**src/rtl/mwqm_pkg.sv**
```systemverilog
// ----------------------------------------------------------------------------
// mwqm_pkg
// Shared widths, codes and divider handshake types for the quota meter.
// ----------------------------------------------------------------------------
package mwqm_pkg;

	localparam int unsigned DATA_W    = 48;
	localparam int unsigned DUR_W     = 32;
	localparam int unsigned NREG_WIN  = 4;
	localparam int unsigned WIN_IDX_W = 2;
	localparam int unsigned CFG_IDX_W = 3;
	localparam int unsigned STATUS_W  = 2;
	localparam int unsigned RES_W     = 3;

	localparam logic [STATUS_W-1:0] ST_OK       = 2'd0;
	localparam logic [STATUS_W-1:0] ST_EXCEEDED = 2'd1;
	localparam logic [STATUS_W-1:0] ST_LIMIT_WR = 2'd2;

	localparam logic ACT_CONSUME = 1'b0;
	localparam logic ACT_LIMIT   = 1'b1;

	typedef struct packed {
		logic              start;
		logic [DATA_W-1:0] dividend;
		logic [DUR_W-1:0]  divisor;
	} div_req_t;

	typedef struct packed {
		logic             done;
		logic [DUR_W-1:0] rem;
	} div_rsp_t;

endpackage

```
**src/rtl/mwqm_div.sv**
```systemverilog
// ----------------------------------------------------------------------------
// mwqm_div
// Restoring remainder unit, one dividend bit per cycle.
// ----------------------------------------------------------------------------
module mwqm_div (
	input  logic               clk,
	input  logic               arst_n,
	input  mwqm_pkg::div_req_t req,
	output mwqm_pkg::div_rsp_t rsp
);

	localparam int unsigned CW = $clog2(mwqm_pkg::DATA_W);

	logic                        busy_q;
	logic                        done_q;
	logic [CW-1:0]               cnt_q;
	logic [mwqm_pkg::DATA_W-1:0] num_q;
	logic [mwqm_pkg::DUR_W-1:0]  den_q;
	logic [mwqm_pkg::DUR_W-1:0]  rem_q;
	logic [mwqm_pkg::DUR_W:0]    trial;
	logic [mwqm_pkg::DUR_W:0]    diff;
	logic                        ge;

	always_comb begin
		trial = {rem_q, num_q[mwqm_pkg::DATA_W-1]};
		diff  = trial - {1'b0, den_q};
		ge    = trial >= {1'b0, den_q};
	end

	always_ff @(posedge clk or negedge arst_n) begin
		if (!arst_n) begin
			busy_q <= 1'b0;
			done_q <= 1'b0;
			cnt_q  <= '0;
		end else begin
			done_q <= 1'b0;
			if (req.start) begin
				busy_q <= 1'b1;
				cnt_q  <= '0;
			end else if (busy_q) begin
				cnt_q <= cnt_q + 1'b1;
				if (cnt_q == CW'(mwqm_pkg::DATA_W - 1)) begin
					busy_q <= 1'b0;
					done_q <= 1'b1;
				end
			end
		end
	end

	always_ff @(posedge clk) begin
		if (req.start) begin
			num_q <= req.dividend;
			den_q <= req.divisor;
			rem_q <= '0;
		end else if (busy_q) begin
			num_q <= num_q << 1;
			rem_q <= ge ? diff[mwqm_pkg::DUR_W-1:0] : trial[mwqm_pkg::DUR_W-1:0];
		end
	end

	assign rsp.done = done_q;
	assign rsp.rem  = rem_q;

endmodule

```
**config.mk**
```make
export PLATFORM = sky130hd
export DESIGN_NAME = mwqm_div
export DESIGN_NICKNAME = d
export VERILOG_FILES = /design/src/rtl/mwqm_pkg.sv /design/src/rtl/mwqm_div.sv
export SDC_FILE = /design/constraint.sdc
export NUM_CORES = 1
export LEC_CHECK = 0
export ABC_CLOCK_PERIOD_IN_PS = 9100
export BUFFER_PORTS_ARGS = -buffer_cell sky130_fd_sc_hd__buf_2
export CAP_MARGIN = 10
export CORE_AREA = 2 2 132 134
export DETAILED_ROUTE_END_ITERATION = 6
export DIE_AREA = 0 0 134 136
export PLACE_DENSITY_LB_ADDON = 0.15
export SETUP_SLACK_MARGIN = 0.1
export SYNTH_ARGS = -nofsm -noshare
export SYNTH_HDL_FRONTEND = slang
export SYNTH_SLANG_ARGS = --single-unit
```
**constraint.sdc**
```tcl
create_clock -name clk -period 9.1 [get_ports clk]
set_clock_uncertainty 0.2 [all_clocks]
set_input_delay 1.365 -clock clk [delete_from_list [all_inputs] [get_ports clk]]
set_output_delay 1.365 -clock clk [all_outputs]
set_load 0.03 [all_outputs]
```
==> summary.md <==
| Metric | Value |
|---|---|
| Hold_buf cts | 0 |
| CTS Buf Count | 17 |
| Clock Path Buffers | 2 |
| Slew HR | 0.282 |
| EDFF count, synth | 80 |
| R2r worst-path depth | 11 |
| Avg Cell Area, Syn | 10.8 um2 |
| Synthesis-stage register bit count | 120 |
| Setup crit end kind | flop |
| Drt drc | 0 |
| Worst hold path type | reg -> reg |
| Post-Synthesis Cells | 608 |
| Data arrival, critical path | 3950 ps |
| Worst setup path start | den_q[4] |
| Final wirelength | between 15,000 and 20,000 um |
| Total grt overflow | 0 |
| Max Slew Vio Count | 0 |
| Placed Instances | 924 |
| Die Wd | 134 um |
| Most common cell after layout, fill and taps aside | buf_2 |
| Main synth FF type | edfxtp_1 |
| GPL Wtd Cong | 0.917 |
| Nets@finish | 835 |
| Part of the Yosys area used for sequential elements | 0.494 |
| First drt pass iteration count | 6 |
| PwrDens | ~180 nW/um2 |
| Tot GR Track Use | 0.179 |
| Post-route ant nets | 0 |
| Final period util | 0.419 |
| Setup TNS | 0 ps |
| Most frequent cells in the layout | buf_2, edfxtp_1, nand2_1 |
| Core Util, Final | 0.470 |
| Ys Warns | 0 |
| Largest net degree at the start of global routing | 57 |
| Crit path cell chain | inv_1, ha_1, o211ai_1, a21o_1, a2111oi_4, nor3_1, nand2b_4, o31ai_4, buf_4, nand2_1, o221ai_1 |
| Area grow syn2layout | 20.8% |
| RR Endpoint | rem_q[23] |
| Initial antenna violation count | 2 |
| Least-Margin Pin Slew | 1080 ps |
| RSZ-0062 raised after global routing | false |
| Hpwl dp | 11,000 um |
| Cell variety after synth | 51 |
| Initial Utilization | 0.389 |
| Status | completed |
| PortBufs | 115 |
| Worst Path Max Fanout | 23 |
| I/O pin cnt | ~120 |
| Post-Syn Nets | 725 |
| PostCTS Resize Cnt | 0 |
| N_diodes | 0 |
| Fin area | roughly 7900 um2 |
| Die Height | between 100 and 150 um |
| Critical path class | reg -> reg |
| Routed length per instance | 16.3 um |
| FFs w/ async S/R, synth | 0.0667 |
| CTS sink cnt | 120 |
| Number of global-route vias before repair | 5,028 |
| Num rows | 48 |
| Max incr delay on CP | 860 ps |
| Max Freq | 262 MHz |
| CTS root buffer | clkbuf_16 |
| Die Area | 18,200 um2 |
| Final hold violation count | 0 |
| Final WS setup | 5290 ps |
| DP Area | between 7000 and 8000 um2 |
| Vias per cell | about 5.2 |
| Setup repair bufs after CTS | 0 |
| CTS H-Tree Depth | 4 |
| Tmin final | 3810 ps |
| First-pass GRT wire length | 25,400 um |
| Setup crit end | rem_q[23] |
| CTS tree | yes |
| R2R Setup Slk | 5290 ps |
| VDD IR max | 0.128 mV |
| Layout Cells excl Fill | 955 |
| Worst path slowest cell | o31ai_4 |
| Layout cell share with drive strength beyond 1 | 0.279 |
| DR vias | 4,969 |
| Worst Setup Start Kind | flop |
| Reg2reg start | den_q[4] |
| Lkg Pwr | 3.38 nW |
| Post-Syn Area | 6560 um2 |
| Critical path required time | 9240 ps |
| Reg clk slew, reported paths | ~60 ps |
| DRT iter0 DRCs | 256 |
| Max-cap violations | 0 |
| Final setup fails | 0 |
| Latest clock arrival within the worst-skew pair | roughly 420 ps |
| Area of the core | roughly 17,000 um2 |
| Pre-CTS setup slack | 5290 ps |
[synth_stat cells (5+ instances only)]
cell type | n | share of area
xnor2_1 | 16 | 0.021
o21bai_1 | 5 | 0.0057
nor3_1 | 12 | 0.0092
edfxtp_1 | 80 | 0.37
clkbuf_1 | 21 | 0.012
mux2i_1 | 18 | 0.027
inv_1 | 36 | 0.021
nand2_1 | 54 | 0.031
a31oi_1 | 5 | 0.0048
ha_1 | 33 | 0.063
nand3_1 | 6 | 0.0046
or3_1 | 6 | 0.0057
xor2_1 | 17 | 0.023
nand2b_1 | 5 | 0.0048
a211oi_1 | 14 | 0.016
nand4_1 | 10 | 0.0095
mux2_2 | 48 | 0.082
o21ai_0 | 38 | 0.029
a21o_1 | 11 | 0.013
dfxtp_1 | 32 | 0.098
nor2_1 | 39 | 0.022
and3_1 | 6 | 0.0057
a21oi_1 | 38 | 0.029
dfrtp_1 | 8 | 0.031
[registers in the layout (all words and copies together), names as in the netlist]
signal	cells
den_q	32
rem_q	32
done_q	1
busy_q	1
cnt_q	6
num_q	48
[power breakdown]
group	internal (W)	switching, W
Combinational	0.0000620	0.0000682
Clock	0.000431	0.000260
Sequential	0.000622	0.0000115
Total	0.00111	0.000340
[worst min-delay path by stage]
| stage | endpoint | startpoint | slack [ps] | depth (start not counted) |
|---|---|---|---|---|
| finish | rem_q[10] | rem_q[10] | 290 | 2 |
| global route | rem_q[7] | rem_q[7] | 340 | 2 |
| CTS | rem_q[10] | rem_q[10] | 280 | 2 |
| detailed placement | rem_q[10] | rem_q[10] | 280 | 2 |
| global placement | rem_q[10] | rem_q[10] | 270 | 2 |
| floorplan | cnt_q[1] | cnt_q[1] | 310 | 2 |
[logic make-up after synthesis]
group           after synthesis  synth area share
fa+ha+maj                    34            0.0660
compound gates              139             0.137
flops                       120             0.494
xor+xnor                     33            0.0440
mux                          66             0.110
buf+inv                      64            0.0398
simple gates                152             0.109
[routing by layer]
| metal | up-vias | track usage | part of all wire |
|---|---|---|---|
| met5 | - | 0 | 0.00083 |
| met4 | 2 | 0.0674 | 0.014 |
| met3 | 19 | 0.0723 | 0.078 |
| met2 | 159 | 0.284 | 0.46 |
| met1 | 2337 | 0.220 | 0.44 |
| li1 | 2452 | - | - |
[metrics by stage]
stage          hold WS, ps  total power, W
6_report               287         0.00145
5_1_grt                338         0.00151
4_1_cts                283         0.00147
3_5_place_dp           275        0.000775
3_3_place_gp           270        0.000773
2_1_floorplan          313        0.000730
[cell type report]
cell class | instances | area, um2
Inverter | 36 | 135
Multi-Input combinational cell | 424 | 3060
Timing Repair Buffer | 119 | 608
Sequential cell | 120 | 3240
Tap cell | 225 | 282
Fill cell | 1585 | 8950
Clock buffer | 17 | 425
Clock inverter | 14 | 174
[worst max-delay path, delay by kind of cell (launching register included)]
kind / cells / cell delay [ps]
AO/OA/AOI/OAI: 5 / 1840
flip-flops: 1 / 330
buffers and inverters: 2 / 480
adder cells (fa/ha/maj): 1 / 370
AND/OR/NAND/NOR: 3 / 500
Power figures use the tool's default switching activity.
